[src/design/maze_hamiltonian_cycle_walker_defines.svh]
// Assertion macros shared by the maze Hamiltonian cycle walker RTL.
// No dependencies; included by the files that carry assertions.
`ifndef MAZE_HAMILTONIAN_CYCLE_WALKER_DEFINES_SVH
`define MAZE_HAMILTONIAN_CYCLE_WALKER_DEFINES_SVH

// Same-cycle implication, disabled during reset.
`define MHCW_ASSERT_IMP(lbl, clk, rst_n, ante, cons, msg) \
    lbl: assert property (@(posedge clk) disable iff (!rst_n) (ante) |-> (cons)) \
        else $error(msg);

// Next-cycle implication, disabled during reset.
`define MHCW_ASSERT_NXT(lbl, clk, rst_n, ante, cons, msg) \
    lbl: assert property (@(posedge clk) disable iff (!rst_n) (ante) |=> (cons)) \
        else $error(msg);

`endif

[src/design/mhcw_maze_ram.sv]
// Maze link memory: one write port, two registered read ports.
// Standalone; instantiated by the top level.
`default_nettype none

module mhcw_maze_ram #(
    parameter int DEPTH = 1024,
    parameter int AW    = 10
) (
    input  logic          i_clk,
    input  logic          i_we,
    input  logic [AW-1:0] i_waddr,
    input  logic [1:0]    i_wdata,
    input  logic [AW-1:0] i_raddr_a,
    input  logic [AW-1:0] i_raddr_b,
    output logic [1:0]    o_rdata_a,
    output logic [1:0]    o_rdata_b
);

    logic [1:0] mem [DEPTH];
    logic [1:0] r_rdata_a;
    logic [1:0] r_rdata_b;

    always_ff @(posedge i_clk) begin
        if (i_we) begin
            mem[i_waddr] <= i_wdata;
        end
    end

    always_ff @(posedge i_clk) begin
        r_rdata_a <= mem[i_raddr_a];
        r_rdata_b <= mem[i_raddr_b];
    end

    assign o_rdata_a = r_rdata_a;
    assign o_rdata_b = r_rdata_b;

endmodule

`default_nettype wire

[config.mk]
export PLATFORM = sky130hd
export DESIGN_NAME = mhcw_maze_ram
export DESIGN_NICKNAME = d
export VERILOG_FILES = /design/src/design/maze_hamiltonian_cycle_walker_defines.svh /design/src/design/mhcw_maze_ram.sv
export SDC_FILE = /design/constraint.sdc
export NUM_CORES = 2
export LEC_CHECK = 0
export ABC_AREA = 1
export BUFFER_PORTS_ARGS = -buffer_cell sky130_fd_sc_hd__buf_2
export CAP_MARGIN = 20
export CELL_PAD_IN_SITES_DETAIL_PLACEMENT = 1
export CELL_PAD_IN_SITES_GLOBAL_PLACEMENT = 2
export CORE_AREA = 4 4 544 546
export DETAILED_ROUTE_END_ITERATION = 16
export DIE_AREA = 0 0 548 550
export HOLD_SLACK_MARGIN = 0.05
export PLACE_DENSITY = 0.87
export SLEW_MARGIN = 0
export SYNTH_ARGS = -nofsm -noshare
export SYNTH_HDL_FRONTEND = slang
export SYNTH_SLANG_ARGS = --single-unit
[constraint.sdc]
create_clock -name i_clk -period 1.8 [get_ports i_clk]
set_clock_uncertainty 0.1 [all_clocks]
set_input_delay 0.18 -clock i_clk [delete_from_list [all_inputs] [get_ports i_clk]]
set_output_delay 0.18 -clock i_clk [all_outputs]
set_load 0.05 [all_outputs]
Word level (Yosys, flattened, before mapping)
Memory sizes are Yosys's and may differ from the RTL's. A register that Yosys moved wholly into a read port is not among the register bits.
Cells that the tools add are included.
Cells by class
  $add $sub $neg: 0
  $mul: 0
  divide/modulo/power cells: 0
  magnitude comparators: 0
  equal/unequal tests: 0
  shift-type cells: 0
  multiplexer cells: 2
  bitwise gates (word level): 0
  reductions and logical operators: 0
Operator list (count)
  1-bit 2-to-1 mux: 2
Word-level totals
  register bits: 0
  latch bits: 0
  memory bits (writable): 2048
  memory bits (read-only): 0
  input bits: 34
  output and inout port bits: 4
  word-level logic and storage cells: 3
  memories: 1
Memory list
  mem: depth 1024, bits a word 2, rd ports 2, clocked after memory_dff 2, wr ports 1, RTL line mhcw_maze_ram.sv:19  | logic [1:0] mem [DEPTH];

Longest topological paths before layout
  depth after elaboration: 2
  gate-level depth with buffers: 17
  mapped depth without buffers: 13

Worst setup path after synthesis
No wires, ideal clock.
  path type: input to register
  from: input i_waddr[2]
  to: memory mem[443][0] (enable)
  library setup time: 0.309 ns
  data arrival time: 1.505 ns
  slack: -0.114 ns
  cell stages on the path: 8
  path through: buf_2 nor3_1 inv_1 nor2_1 nand2_1 clkbuf_1 buf_1 nor2_1
RTL lines
  from (decl): RTL line mhcw_maze_ram.sv:11  | input logic [AW-1:0] i_waddr,
  to (decl): RTL line mhcw_maze_ram.sv:19
Straight into the memory's write port.

==> impl_metrics.env <==
export IMPL_reg2reg_depth=14
export IMPL_ios=38
export IMPL_arrival_ps=2730
export IMPL_reg2reg_slack_ps=-130
export IMPL_drv_slew=0
export IMPL_cpMostUsedCell="nand3_2"
export IMPL_grt_pass1_vias=107000
export IMPL_antenna_left=0
export IMPL_fmax_ghz=0.505
export IMPL_synth_nets=12600
export IMPL_via_per_inst=6.06
export IMPL_clk_pin_slew_ps=70
export IMPL_path_delay_family="simple AND/OR/NAND/NOR gates"
export IMPL_rsz0062_at_grt="true"
export IMPL_die_w_um=548
export IMPL_path_buf_inv=5
export IMPL_cts_sinks=2052
export IMPL_required_ps=2550
export IMPL_clock_tree_buffer_depth=4
export IMPL_yosys_area_top_type="edfxtp_1"
export IMPL_holdPathStages=7
export IMPL_grtUsageTotal=0.315
export IMPL_path_cells="buf_8 -> inv_16 -> buf_12 -> buf_12 -> buf_4 -> nand2_1 -> nand3_1 -> nand3_2 -> nand3_2 -> nand3_2 -> nand3_2 -> nand3_4 -> nand3_4 -> nand3_4 -> nand2_4 -> nand2_2 -> nand2_1"
export IMPL_synth_seq_cells=2052
export IMPL_critPathMaxStageDelay_ps=330
export IMPL_crit_end="o_rdata_a[1]"
export IMPL_grt_max_degree=83
export IMPL_grt_antenna_before_repair=24
export IMPL_power_density_nw_per_um2=889
export IMPL_ys_seq_area_frac=0.573
export IMPL_tns_ps=-523
export IMPL_status="finished with violations"
export IMPL_maxCapViolCount=0
export IMPL_violations="negative hold slack, negative setup slack"
export IMPL_core_um2=291000
export IMPL_ys_top_cells_by_area="edfxtp_1 (57%), nand3_1 (19%), nand2_1 (15%), nor2_1 (3.6%), buf_2 (2.3%)"
export IMPL_grt_pass1_wl_mm=711
export IMPL_nets=13000
export IMPL_syn_cell_area_um2=107000
export IMPL_cp_start_kind="input port"
export IMPL_syn_to_final_growth_pct=22.6
export IMPL_nFillCells=33100
export IMPL_synthDistinctLibCells=17
export IMPL_cp_startpoint="i_raddr_a[0]"
export IMPL_fin_crit_ps=1980
export IMPL_fin_crit_sh=1.10
export IMPL_vias=103000
export IMPL_grt_overflow=0
export IMPL_reg2reg_from="mem[221][0]"
export IMPL_ir_worst_vdd_mv=0.790
export IMPL_worstMarginPinSlew_ps=618
export IMPL_synth_cells=12500
export IMPL_yosys_area_top_type_share=0.572
export IMPL_h_tree_depth=4
export IMPL_avgSynthCellArea_um2=8.57
export IMPL_fp_dieH_um=550
export IMPL_fin_ws_ps=-180
export IMPL_dp_hpwl_mm=325
export IMPL_cp_max_fo=30
export IMPL_portBuffers=37
export IMPL_cts_tree="done"
export IMPL_wl_per_cell_um=28.7
export IMPL_path_class="input port to flop"
export IMPL_route_detailed_drc=0
export IMPL_gp_congestion=0.934
export IMPL_routed_wl_mm=489
export IMPL_clockRootBuffer="clkbuf_16"
export IMPL_layout_drive_gt1_share=0.154
export IMPL_drt_initial_drc_count=12800
export IMPL_fin_hold_ws_ps=-48.6
export IMPL_relSlewSlack=0.588
export IMPL_worstSetupEndpointType="flop"
export IMPL_hold_path_class="input port to flop"
export IMPL_row_count=198
export IMPL_clk_latency_ps=930
export IMPL_p_leak_nw=49.2
export IMPL_hold_buffers=22
export IMPL_drt_pass1_iterations=6
export IMPL_hold_viol_final=7
export IMPL_reg2reg_to="o_rdata_b[0]"
export IMPL_cpMaxStageDelayCell="buf_4"
export IMPL_yosysWarnings=0
export IMPL_finalSetupViolCount=5
export IMPL_dieArea_um2=301000
export IMPL_numCtsBuffers=234
export IMPL_cp_num_cells=17
export IMPL_start_util=0.370
-- metal layers --
metal  part of all wire  GRT usage  up-vias
li1                   -          -    43900
met1               0.37      0.396    51700
met2               0.46      0.501     5811
met3              0.096     0.0529     1602
met4              0.074      0.209       14
met5            0.00019          0        -
-- synthesized netlist by cell type, drive strengths merged --
| library cell | number |
|---|---|
| buf | 793 |
| clkbuf | 301 |
| clkinv | 2 |
| dfxtp | 4 |
| edfxtp | 2048 |
| inv | 52 |
| nand2 | 4178 |
| nand3 | 4086 |
| nand4 | 7 |
| nor2 | 1040 |
| nor3 | 24 |
-- power breakdown --
part	switching, mW	total (mW)	leakage, nW	internal, mW
registers	0.0658	52.6	18.4	52.6
logic	10.0	14.7	27.0	4.68
clock network	20.5	49.8	3.81	29.3
-- worst min path at each step --
stage                       startpoint            to  slack, ps
after floorplan             i_wdata[0]     mem[0][0]        180
after global placement    i_raddr_b[9]  o_rdata_b[1]        490
final                       i_waddr[4]   mem[770][0]        -50
after global routing        i_waddr[4]   mem[770][0]         -4
after CTS                   i_waddr[4]   mem[770][0]        -40
after detailed placement  i_raddr_a[9]  o_rdata_a[1]        460
-- kinds of logic (layout without fill, tap and decap cells) --
family                 after synthesis  count (layout)  synth area share
AND/OR/NAND/NOR                   9335            9335             0.374
other                                0              12                 0
flip-flops                        2052            2052             0.573
buffers and inverters             1148            1715            0.0528
-- stage by stage --
stage          utilization  power [mW]  instances  setup slack [ps]  instance area, um2
2_1_floorplan            -        60.2      12500              5.37              107000
3_3_place_gp         0.416        66.9      16500             -1410              121000
3_5_place_dp         0.416        67.2      16500             -1410              121000
4_1_cts              0.449         117      17000              -100              131000
5_1_grt              0.453         120      17000              -218              132000
6_report             0.453         117      17000              -180              132000
-- worst register-to-register path: stages, from the launching register on --
cell and delay, ps:
edfxtp_1 420, buf_4 150, nand2_1 70, nand3_1 80, nand3_1 110, nand3_2 100, nand3_2 100, nand3_2 70
nand3_2 80, nand3_4 90, buf_6 150, nand3_2 90, nand2_2 70, nand2_2 80, nand2_2 60
-- layout by cell type (no fill, tap or decap), types with 3 or more instances in the layout --
cell type | netlist | final
buf_12 | 0 | 389
clkbuf_1 | 301 | 25
clkinv_1 | 2 | 61
nor3_1 | 24 | 18
nand2_1 | 4178 | 4130
buf_8 | 2 | 12
dfxtp_4 | 0 | 4
nor2_4 | 0 | 4
nor2_1 | 1040 | 1020
buf_2 | 489 | 21
diode_2 | 0 | 12
dlygate4sd3_1 | 0 | 21
clkinv_2 | 0 | 47
nor2_2 | 0 | 16
clkinvlp_4 | 0 | 6
inv_8 | 0 | 6
nand3_2 | 0 | 311
buf_4 | 134 | 787
nand2_2 | 0 | 24
buf_6 | 29 | 10
nand4_1 | 7 | 7
clkinv_4 | 0 | 4
inv_16 | 0 | 3
nand2_4 | 0 | 23
clkbuf_16 | 0 | 239
nand3_1 | 4086 | 3715
inv_2 | 4 | 7
bufinv_16 | 0 | 37
nand3_4 | 0 | 60
nor3_2 | 0 | 4
edfxtp_1 | 2048 | 2048
inv_1 | 46 | 35
-- sequential cells by signal, indices dropped and copies added (netlist names) --
name / count
o_rdata_b: 2
o_rdata_a: 2
mem: 2048
-- timing repair --
item | in CTS | in global routing
pin swaps | 134 | 99
buffers inserted | 11 | 21
setup endpoints to repair | 8 | 567
endpoints found under the hold margin | 1807 | 9
resized for setup | 308 | 212
-- area by class of cell --
type | instances | area (um2) | share of cell area
inverters | 54 | 285 | 0.00217
clock inverters | 156 | 1690 | 0.0128
repair buffers | 1241 | 14300 | 0.109
diodes | 12 | 30.0 | 0.000228
clock buffers | 264 | 6070 | 0.0461
multi-input cells | 9335 | 42900 | 0.325
well taps | 3900 | 4880 | 0.0370
flip-flops and latches | 2052 | 61600 | 0.468
No activity file was read; power rests on OpenSTA's default activity.
