**src/design/maze_hamiltonian_cycle_walker_defines.svh**
```systemverilog
// Assertion macros shared by the maze Hamiltonian cycle walker RTL.
// No dependencies; included by the files that carry assertions.
`ifndef MAZE_HAMILTONIAN_CYCLE_WALKER_DEFINES_SVH
`define MAZE_HAMILTONIAN_CYCLE_WALKER_DEFINES_SVH

// Same-cycle implication, disabled during reset.
`define MHCW_ASSERT_IMP(lbl, clk, rst_n, ante, cons, msg) \
    lbl: assert property (@(posedge clk) disable iff (!rst_n) (ante) |-> (cons)) \
        else $error(msg);

// Next-cycle implication, disabled during reset.
`define MHCW_ASSERT_NXT(lbl, clk, rst_n, ante, cons, msg) \
    lbl: assert property (@(posedge clk) disable iff (!rst_n) (ante) |=> (cons)) \
        else $error(msg);

`endif

```
**src/design/mhcw_pkg.sv**
```systemverilog
// Types and constants of the maze Hamiltonian cycle walker.
// No dependencies; used by the top level and the walker.
`default_nettype none

package mhcw_pkg;

    localparam int CFG_W       = 7;
    localparam int DIM_RESET   = 64;
    localparam int MAZE_IDX_W  = 10;
    localparam int CELL_W      = 12;
    localparam int STEP_W      = 12;

    // link bit positions inside one maze entry
    localparam int LINK_RIGHT  = 0;
    localparam int LINK_DOWN   = 1;

    localparam logic OP_LOAD       = 1'b0;
    localparam logic OP_STEP       = 1'b1;

    localparam logic CFG_GRID_COLS = 1'b0;
    localparam logic CFG_GRID_ROWS = 1'b1;

    typedef enum logic [1:0] {
        DIR_UP,
        DIR_RIGHT,
        DIR_DOWN,
        DIR_LEFT
    } t_dir;

    typedef enum logic {
        S_FETCH,
        S_ARMED
    } t_walk_state;

    typedef struct packed {
        logic                  operation;
        logic [MAZE_IDX_W-1:0] maze_cell;
        logic                  open_right;
        logic                  open_down;
    } t_step_req;

    typedef struct packed {
        logic [CELL_W-1:0] cycle_cell;
        logic [STEP_W-1:0] step_index;
        logic              lap_end;
    } t_step_rsp;

    typedef struct packed {
        logic             index;
        logic [CFG_W-1:0] value;
    } t_cfg_wr;

    typedef struct packed {
        logic restart;
        logic step;
    } t_walk_cmd;

endpackage

`default_nettype wire

```
**src/design/mhcw_walker.sv**
```systemverilog
// Walk position, heading and lap counter with the fetch/decide sequencer.
// Depends on mhcw_pkg; reads links from mhcw_maze_ram through the top level.
`default_nettype none

`include "maze_hamiltonian_cycle_walker_defines.svh"

module mhcw_walker #(
    parameter int MAX_COLS = 64,
    parameter int MAX_ROWS = 64,
    localparam int CLIM = (MAX_COLS / 2 * 2 < 126) ? MAX_COLS / 2 * 2 : 126,
    localparam int RLIM = (MAX_ROWS / 2 * 2 < 126) ? MAX_ROWS / 2 * 2 : 126,
    localparam int CDW  = $clog2(CLIM + 1),
    localparam int RDW  = $clog2(RLIM + 1),
    localparam int MAZE_DEPTH = (MAX_COLS / 2) * (MAX_ROWS / 2),
    localparam int AW   = (MAZE_DEPTH > 1) ? $clog2(MAZE_DEPTH) : 1
) (
    input  logic                  i_clk,
    input  logic                  i_rst_n,
    input  mhcw_pkg::t_walk_cmd   i_cmd,
    input  logic [CDW-1:0]        i_cols,
    input  logic [RDW-1:0]        i_rows,
    output logic                  o_armed,
    output logic [AW-1:0]         o_addr_v,
    output logic [AW-1:0]         o_addr_h,
    input  logic [1:0]            i_rdata_v,
    input  logic [1:0]            i_rdata_h,
    output mhcw_pkg::t_step_rsp   o_rsp
);

    localparam int CPW = $clog2(CLIM);
    localparam int RPW = $clog2(RLIM);
    localparam int LW  = $clog2(CLIM * RLIM);
    localparam int TW  = $clog2(CLIM * RLIM + 1);
    localparam int LXW = (LW > mhcw_pkg::STEP_W) ? LW : mhcw_pkg::STEP_W;
    localparam int CW  = mhcw_pkg::CELL_W;

    mhcw_pkg::t_walk_state r_state, n_state;
    mhcw_pkg::t_dir        r_head, n_head;
    logic [RPW-1:0]        r_row, n_row;
    logic [CPW-1:0]        r_col, n_col;
    logic [LW-1:0]         r_lap, n_lap;
    logic [CW-1:0]         r_cell, n_cell;
    logic [AW-1:0]         r_blk, n_blk;
    logic [TW-1:0]         r_total;

    logic [CDW-2:0]        half_cols;
    logic [AW-1:0]         half_cols_a;
    logic                  link_v;
    logic                  link_h;
    logic [3:0]            move_ok;
    mhcw_pkg::t_dir        cand_left, cand_straight, cand_right, dir_sel;
    logic                  found;
    logic                  last;
    logic [LXW-1:0]        lap_x;

    // Block index of the current cell is kept incrementally; the two reads cover
    // the only links a move out of this cell can cross.
    assign half_cols   = i_cols[CDW-1:1];
    assign half_cols_a = AW'(half_cols);
    assign o_addr_v    = r_row[0] ? r_blk : r_blk - half_cols_a;
    assign o_addr_h    = r_col[0] ? r_blk : r_blk - AW'(1);
    assign link_v      = i_rdata_v[mhcw_pkg::LINK_DOWN];
    assign link_h      = i_rdata_h[mhcw_pkg::LINK_RIGHT];

    always_comb begin
        move_ok[mhcw_pkg::DIR_UP]    = r_row[0] | ((32'(r_row) >= 32'd2) & link_v);
        move_ok[mhcw_pkg::DIR_DOWN]  = ~r_row[0] |
                                       ((32'(r_row) + 32'd1 < 32'(i_rows)) & link_v);
        move_ok[mhcw_pkg::DIR_RIGHT] = ~r_col[0] |
                                       ((32'(r_col) + 32'd1 < 32'(i_cols)) & link_h);
        move_ok[mhcw_pkg::DIR_LEFT]  = r_col[0] | ((32'(r_col) >= 32'd2) & link_h);
    end

    assign cand_left     = mhcw_pkg::t_dir'(r_head + 2'd3);
    assign cand_straight = r_head;
    assign cand_right    = mhcw_pkg::t_dir'(r_head + 2'd1);

    always_comb begin
        found   = 1'b1;
        dir_sel = cand_left;
        if (move_ok[cand_left]) begin
            dir_sel = cand_left;
        end else if (move_ok[cand_straight]) begin
            dir_sel = cand_straight;
        end else if (move_ok[cand_right]) begin
            dir_sel = cand_right;
        end else begin
            found = 1'b0;
        end
    end

    assign last  = (TW'(r_lap) + TW'(1)) >= r_total;
    assign lap_x = LXW'(r_lap);

    assign o_armed          = (r_state == mhcw_pkg::S_ARMED);
    assign o_rsp.cycle_cell = r_cell;
    assign o_rsp.step_index = lap_x[mhcw_pkg::STEP_W-1:0];
    assign o_rsp.lap_end    = last;

    always_comb begin
        n_state = r_state;
        n_head  = r_head;
        n_row   = r_row;
        n_col   = r_col;
        n_lap   = r_lap;
        n_cell  = r_cell;
        n_blk   = r_blk;
        case (r_state)
            mhcw_pkg::S_FETCH: begin
                n_state = mhcw_pkg::S_ARMED;
            end
            mhcw_pkg::S_ARMED: begin
                if (i_cmd.step) begin
                    n_state = mhcw_pkg::S_FETCH;
                    if (last) begin
                        n_head = mhcw_pkg::DIR_UP;
                        n_row  = '0;
                        n_col  = '0;
                        n_lap  = '0;
                        n_cell = '0;
                        n_blk  = '0;
                    end else begin
                        n_lap = r_lap + LW'(1);
                        if (found) begin
                            n_head = dir_sel;
                            case (dir_sel)
                                mhcw_pkg::DIR_UP: begin
                                    n_row  = r_row - RPW'(1);
                                    n_cell = r_cell - CW'(i_cols);
                                    if (!r_row[0]) n_blk = r_blk - half_cols_a;
                                end
                                mhcw_pkg::DIR_RIGHT: begin
                                    n_col  = r_col + CPW'(1);
                                    n_cell = r_cell + CW'(1);
                                    if (r_col[0]) n_blk = r_blk + AW'(1);
                                end
                                mhcw_pkg::DIR_DOWN: begin
                                    n_row  = r_row + RPW'(1);
                                    n_cell = r_cell + CW'(i_cols);
                                    if (r_row[0]) n_blk = r_blk + half_cols_a;
                                end
                                default: begin
                                    n_col  = r_col - CPW'(1);
                                    n_cell = r_cell - CW'(1);
                                    if (!r_col[0]) n_blk = r_blk - AW'(1);
                                end
                            endcase
                        end
                    end
                end
            end
            default: begin
                n_state = mhcw_pkg::S_FETCH;
            end
        endcase
        // restart wins: links or sizes changed, walk from cell 0 heading up
        if (i_cmd.restart) begin
            n_state = mhcw_pkg::S_FETCH;
            n_head  = mhcw_pkg::DIR_UP;
            n_row   = '0;
            n_col   = '0;
            n_lap   = '0;
            n_cell  = '0;
            n_blk   = '0;
        end
    end

    always_ff @(posedge i_clk) begin
        if (!i_rst_n) begin
            r_state <= mhcw_pkg::S_FETCH;
            r_head  <= mhcw_pkg::DIR_UP;
            r_row   <= '0;
            r_col   <= '0;
            r_lap   <= '0;
            r_cell  <= '0;
            r_blk   <= '0;
        end else begin
            r_state <= n_state;
            r_head  <= n_head;
            r_row   <= n_row;
            r_col   <= n_col;
            r_lap   <= n_lap;
            r_cell  <= n_cell;
            r_blk   <= n_blk;
        end
    end

    always_ff @(posedge i_clk) begin
        r_total <= TW'(i_cols) * TW'(i_rows);
    end

    `MHCW_ASSERT_IMP(a_lap_below_total, i_clk, i_rst_n, r_state == mhcw_pkg::S_ARMED, TW'(r_lap) < r_total, "lap counter reached the cell count")

endmodule

`default_nettype wire
```
**config.mk**
```make
export PLATFORM = sky130hd
export DESIGN_NAME = mhcw_walker
export DESIGN_NICKNAME = d
export VERILOG_FILES = /design/src/design/mhcw_pkg.sv /design/src/design/mhcw_walker.sv
export VERILOG_INCLUDE_DIRS = /design/src /design/src/design
export SDC_FILE = /design/constraint.sdc
export NUM_CORES = 1
export LEC_CHECK = 0
export BUFFER_PORTS_ARGS = -buffer_cell sky130_fd_sc_hd__buf_2
export CORE_MARGIN = 5
export CORE_UTILIZATION = 52
export DETAILED_ROUTE_END_ITERATION = 16
export PLACE_DENSITY_LB_ADDON = 0.15
export SLEW_MARGIN = 20
export SYNTH_ARGS = -nofsm -noshare
export SYNTH_HDL_FRONTEND = slang
export SYNTH_SLANG_ARGS = --single-unit
```
**constraint.sdc**
```tcl
create_clock -name i_clk -period 6.5 [get_ports i_clk]
set_clock_uncertainty 0.15 [all_clocks]
set_input_delay 0.325 -clock i_clk [delete_from_list [all_inputs] [get_ports i_clk]]
set_output_delay 0.325 -clock i_clk [all_outputs]
set_load 0.02 [all_outputs]
```
======== Yosys cells after proc, flatten, opt, wreduce, memory -nomap -nowiden ========
Cells that the tools add are included.
word-level totals
  register bits ........................... 62
  input port bits ......................... 22
  output and inout port bits .............. 46
  word-level logic and storage cells ...... 95
cells by class
  $add $sub $neg .......................... 18
  $mul .................................... 1
  order comparisons ....................... 8
  eq/ne operators ......................... 5
  muxes and demuxes ....................... 33
  bitwise gates (word level) .............. 12
  reductions and logical operators ........ 10
operators with widths
  operator                                                                              number
  10-bit two-way mux                                                                    6
  12-bit two-way mux                                                                    3
  12-bit case mux with 3 select lines                                                   1
  10-bit case mux with 3 select lines                                                   1
  12-bit by 1-bit adder with 12-bit output (second input constant)                      2
  6-bit two-way mux                                                                     4
  6-bit case mux with 2 select lines                                                    2
  6-bit by 1-bit adder with 7-bit output (second input constant)                        2
  7-bit < comparator                                                                    2
  12-bit by 1-bit adder with 13-bit output (second input constant)                      1
  13-bit greater-or-equal comparator                                                    1
  7-bit by 7-bit multiplier with 13-bit output                                          1
  12-bit by 7-bit adder with 12-bit output                                              1
  6-bit by 1-bit adder with 6-bit output (second input constant)                        2
  6-bit by 2-bit greater-or-equal comparator with 1-bit output (second input constant)  2
  12-bit by 1-bit subtractor with 12-bit output (second input constant)                 1
  12-bit by 7-bit subtractor with 12-bit output                                         1
  6-bit by 1-bit subtractor with 6-bit output (second input constant)                   2
  10-bit by 1-bit adder with 10-bit output (second input constant)                      1
  10-bit by 6-bit adder with 10-bit output                                              1
  2-bit two-way mux                                                                     5
  10-bit by 1-bit subtractor with 10-bit output (second input constant)                 1
  10-bit by 6-bit subtractor with 10-bit output                                         1
  2-bit by 3-bit < comparator with 1-bit output (second input constant)                 3
  other kinds (20)                                                                      40

======== Logic depth before layout (Yosys ltp) ========
  depth after elaboration ................. 14
  mapped depth ............................ 26

======== Worst setup path before layout ========
No wires, ideal clock.
  path kind ............................... reg-to-reg
  start point ............................. reg r_row[1]
  end point ............................... reg r_cell[11]
  arrival time ............................ 4828 ps
  slack ................................... 1448 ps
  stages on the path, launching flop included .. 24
  path buffers ............................ 2
  path through ............................ dfxtp_1 -> ha_1 -> nand3_1 -> xnor2_1 -> ha_1 -> a21oi_1 -> o21ai_0 -> o41a_2 -> a21bo_2 -> o211ai_1 -> inv_1 -> ha_1 -> clkbuf_1 -> clkbuf_1 -> a221o_1 -> ha_1 -> a211oi_1 -> nor2_1 -> o211ai_1 -> nand3_1 -> o41ai_1 -> xor2_1 -> or3_1 -> a31oi_1
on the way
  longest elaborated chain between the ends .. 13
  elaborated cells on any way between the ends .. 27
  classes of those cells .................. 1 x add/sub; 2 x order compare; 2 x eq/ne; 15 x mux; 4 x bitwise; 3 x reduce/logical
RTL lines
  what                                       RTL line            source
  start: declaration                         mhcw_walker.sv:39   logic [RPW-1:0] r_row, n_row;
  start signal: assignment                   mhcw_walker.sv:180  r_row <= n_row;
  6-bit by 1-bit adder with 7-bit output     mhcw_walker.sv:68   ((32'(r_row) + 32'd1 < 32'(i_rows)) & link_v);
  7-bit < comparator                         mhcw_walker.sv:68
  1-bit bitwise AND                          mhcw_walker.sv:68
  1-bit OR                                   mhcw_walker.sv:67   move_ok[mhcw_pkg::DIR_DOWN] = ~r_row[0] |
  1-bit binary-select mux with 2-bit select  mhcw_walker.sv:85   end else if (move_ok[cand_right]) begin
  1-bit two-way mux (implied by the code)    mhcw_walker.sv:85
  2-bit two-way mux                          mhcw_walker.sv:85
  2-bit two-way mux                          mhcw_walker.sv:83   end else if (move_ok[cand_straight]) begin
  2-bit two-way mux                          mhcw_walker.sv:81   if (move_ok[cand_left]) begin
  2-bit == test (tied with other cells)      mhcw_walker.sv:126  case (dir_sel)
  12-bit case mux with 3 select lines        mhcw_walker.sv:126
  12-bit two-way mux                         mhcw_walker.sv:124  if (found) begin
  12-bit two-way mux                         mhcw_walker.sv:115  if (last) begin
  end signal: assignment                     mhcw_walker.sv:183  r_cell <= n_cell;
  end: declaration                           mhcw_walker.sv:42   logic [CW-1:0] r_cell, n_cell;
Several ways; a longest one is shown, not always the timed one. The select of a mux whose other input is x is not followed.
A chain may end at the register's enable or synchronous reset.

======== Worst setup path in the final report ========
  start point ............................. reg r_col[0]
  end point ............................... reg r_cell[11]
on the way
  longest elaborated chain between the ends .. 13
  elaborated cells on any way between the ends .. 28
  classes of those cells .................. 1 x add/sub; 2 x order compare; 2 x eq/ne; 15 x mux; 5 x bitwise; 3 x reduce/logical
RTL lines
  what                                       RTL line            source
  start: declaration                         mhcw_walker.sv:40   logic [CPW-1:0] r_col, n_col;
  start signal: assignment                   mhcw_walker.sv:181  r_col <= n_col;
  6-bit by 1-bit adder with 7-bit output     mhcw_walker.sv:70   ((32'(r_col) + 32'd1 < 32'(i_cols)) & link_h);
  7-bit < comparator                         mhcw_walker.sv:70
  1-bit bitwise AND                          mhcw_walker.sv:70
  1-bit OR                                   mhcw_walker.sv:69   move_ok[mhcw_pkg::DIR_RIGHT] = ~r_col[0] |
  1-bit binary-select mux with 2-bit select  mhcw_walker.sv:85
  1-bit two-way mux (implied by the code)    mhcw_walker.sv:85
  2-bit two-way mux                          mhcw_walker.sv:85
  2-bit two-way mux                          mhcw_walker.sv:83
  2-bit two-way mux                          mhcw_walker.sv:81
  2-bit == test (tied with other cells)      mhcw_walker.sv:126
  12-bit case mux with 3 select lines        mhcw_walker.sv:126
  12-bit two-way mux                         mhcw_walker.sv:124
  12-bit two-way mux                         mhcw_walker.sv:115
Several ways; a longest one is shown, not always the timed one. The select of a mux whose other input is x is not followed.

==> out/results.tsv <==
stage	metric	value	unit
run_status	status	finished clean	
hold_path	Hold Path Class	input pin to flop	
clock_network	Post-CTS Resized	0	
logic_synthesis	asr flop ratio synth	0	%
logic_synthesis	main flop type after synthesis	dfxtp_1	
placement	Cells after DPL	1062	
cells_and_area	Ant. Diodes	0	
clock_network	CTS root buffer	clkbuf_16	
detailed_routing	Initial DRC Count	586	
floorplan	Ports	68	
logic_synthesis	number of synthesized register bits	62	
logic_synthesis	EDFF count, synth	0	
global_routing	first-pass GRT wire length	30690	um
worst_setup_path	crit end category	flop	
cells_and_area	Design Area, Final	7520	um^2
logic_synthesis	post-synth top area share	18.28	%
detailed_routing	Post-Route WL	18370	um
clock_network	CTS Buffer Depth	2	
global_routing	largest net degree at the start of global routing	44	
worst_setup_path	WP data arrival	6220	ps
clock_network	Inserted Clock Buffers	9	
logic_synthesis	sequential area share after synthesis	18.28	%
clock_network	# H-tree levels	3	
global_routing	initial antenna violation count	0	
cells_and_area	area occupied by multi-input gates	5044	um^2
timing	WHS	152.2	ps
worst_setup_path	critical path class	flop to flop	
logic_synthesis	Yosys cell types	81	
clock_network	post-CTS setup buffer count	0	
timing	Worst Max-Slew Pin Slew	672.9	ps
logic_synthesis	dominant cells by area after synthesis	dfxtp_1, ha_1, fa_1	
placement	GP Congestion	0.8830	
placement	dpl hpwl	14010	um
global_routing	GR Util All Layers	23.71	%
clock_network	CTS sink cnt	62	
logic_synthesis	area leader, netlist	dfxtp_1	
pwr	Pwr Total	1.332	mW
detailed_routing	via count	6293	
cells_and_area	fillers	1222	
logic_synthesis	Avg Synthesized Cell Area	8.015	um^2
timing	period utilization	93.80	%
timing	Setup TNS Final	0	ps
logic_synthesis	Commonest cells post-synth	ha_1, nor2_1, inv_1	
pwr	leakage	3.535	nW
pwr	Max IR drop VDD	0.09641	mV
timing	RSZ-0062 raised after global routing	no	
logic_synthesis	Synth Net Count	992	
detailed_routing	ANT nets after route	0	
logic_synthesis	Mapped Cells	847	
clock_network	CTS tree	done	
worst_setup_path	Worst R2R Setup Slack	400	ps
floorplan	Starting Density	53.36	%
cells_and_area	share of layout cells above drive strength 1	13.02	%
floorplan	die height	124.3	um
global_routing	Overflow after GRT	0	
logic_synthesis	Yosys warning count	0	
global_routing	vias in the first global route	6420	
timing	endpoints failing setup	0	
clock_network	Clock transition at path regs	60	ps
worst_setup_path	worst-path maximum fanout	15	
detailed_routing	via/cell ratio	5.838	
floorplan	Die ar.	15440	um^2
timing	fin crit period	6097	ps
floorplan	core area	12720	um^2
run	max-cap viol count	0	
cells_and_area	register area	1241	um^2
clock_network	Clock Latency Late Sink	350	ps
timing	max_slew headroom	54.84	%
logic_synthesis	synthesized cell area	6789	um^2
placement	post-placement cell area	7228	um^2
cells_and_area	Final Non-Filler Cells	1078	
timing	count of pins over their slew limit	0	
worst_setup_path	critical path launch point type	flop	
detailed_routing	Routed WL per cell	17.04	um
floorplan	FP Rows	41	
cells_and_area	Layout area overhead	10.76	%
clock_network	cts hold-fix bufs	0	
detailed_routing	# DRC	0	
cells_and_area	final net count	1046	
placement	# port buffers	65	
detailed_routing	1st-pass router iterations	5	
floorplan	Die W	124.3	um
pwr	power density cells	177.2	nW/um^2
timing	fmax	164.0	MHz
timing	final hold viol count	0	
worst_setup_path	WP data required	6620	ps
[layer usage]
layer | part of all wire [%] | vias up | GRT usage [%]
met4 | 3.2 | 0 | 10.19
met5 | 0 | - | 0
met3 | 5.9 | 44 | 4.202
met1 | 45 | 2989 | 30.77
li1 | - | 3062 | -
met2 | 46 | 198 | 38.68
[area by class of cell]
cell class / count / share of cell area [%]
inverter: 88 / 4.459
clock buffer: 10 / 3.045
sequential: 62 / 16.51
clock inverter: 6 / 0.8319
tap: 172 / 2.862
timing repair buffer: 74 / 5.225
multi-input combinational: 666 / 67.07
[critical path: stages (launching register included)]
cell      delay (ps)
dfxtp_1          700
ha_1             290
nand3_1          130
xnor2_1          240
ha_1             210
nand2_1           80
a311oi_1         280
o31a_2           230
o32ai_2          100
a31oi_4          330
inv_6            110
ha_1             430
inv_1            500
o311ai_0         290
ha_1             300
or3_1            330
o211ai_1         180
nand3_1          130
o41ai_1          360
xor2_1           140
or3_1            330
a31oi_1          150
[where the power goes]
part	total [mW]	leakage, nW	switching (mW)	internal, mW
registers	0.428	0.504	0.0104	0.418
logic	0.419	2.90	0.240	0.179
clock network	0.485	0.134	0.190	0.295
[worst paths after layout]
kind,start,endpoint,cells past startpoint
worst min-delay path,i_cols[0],r_total[0]$_DFF_P_,2
worst min register to register,lap_x[10]$_SDFFE_PP0P_,lap_x[10]$_SDFFE_PP0P_,2
worst max register to register,r_col[0]$_SDFFE_PP0P_,r_cell[11]$_SDFFE_PP0P_,21
worst max-delay path,r_col[0]$_SDFFE_PP0P_,r_cell[11]$_SDFFE_PP0P_,21
[cells by family (layout without fill, tap and decap cells)]
group                      count (synthesis)  count (layout)  share of synthesized area (%)
muxes                                      4               4                         0.6266
xor gates and xnor gates                  65              65                          8.386
buffers and inverters                    119             178                          7.427
DFF                                       62              62                          18.28
adders and majority gates                123             123                          25.76
and+or+nand+nor                          279             279                          19.39
AOI/OAI and AO/OA                        195             195                          20.13
[state kept, by name (all words and copies together), names as in the netlist]
register and count:
r_blk 10, r_cell 12, lap_x 12, cand_straight 2
r_row 6, o_armed 1, r_total 13, r_col 6
[per-stage QoR]
stage,setup WS (ps),utilization (%)
2_1_floorplan,1448,-
3_3_place_gp,821.0,56.82
3_5_place_dp,596.7,56.82
4_1_cts,551.7,59.11
5_1_grt,62.44,59.11
6_report,403.0,59.11
[placed cells by master, fill, tap and decap left out, drive strengths merged, types with 5 or more instances in the layout]
cell    synthesis  layout
clkbuf         24      10
nand2          77      77
nor2b           8       8
nor3           16      16
o31ai           5       5
a211oi          5       5
nor2           97      97
nand3          24      24
dfxtp          62      62
o21a           12      12
o21ai          31      31
nor3b           7       7
fa             28      28
buf             6      74
a22oi          15      15
a31oi           8       8
a21o           11      11
a21oi          57      57
xor2           25      25
ha             95      95
nand3b          5       5
o211ai          5       5
and3           10      10
xnor2          40      40
and2            8       8
inv            86      86
nor4            8       8
Power figures use the tool's default switching activity.
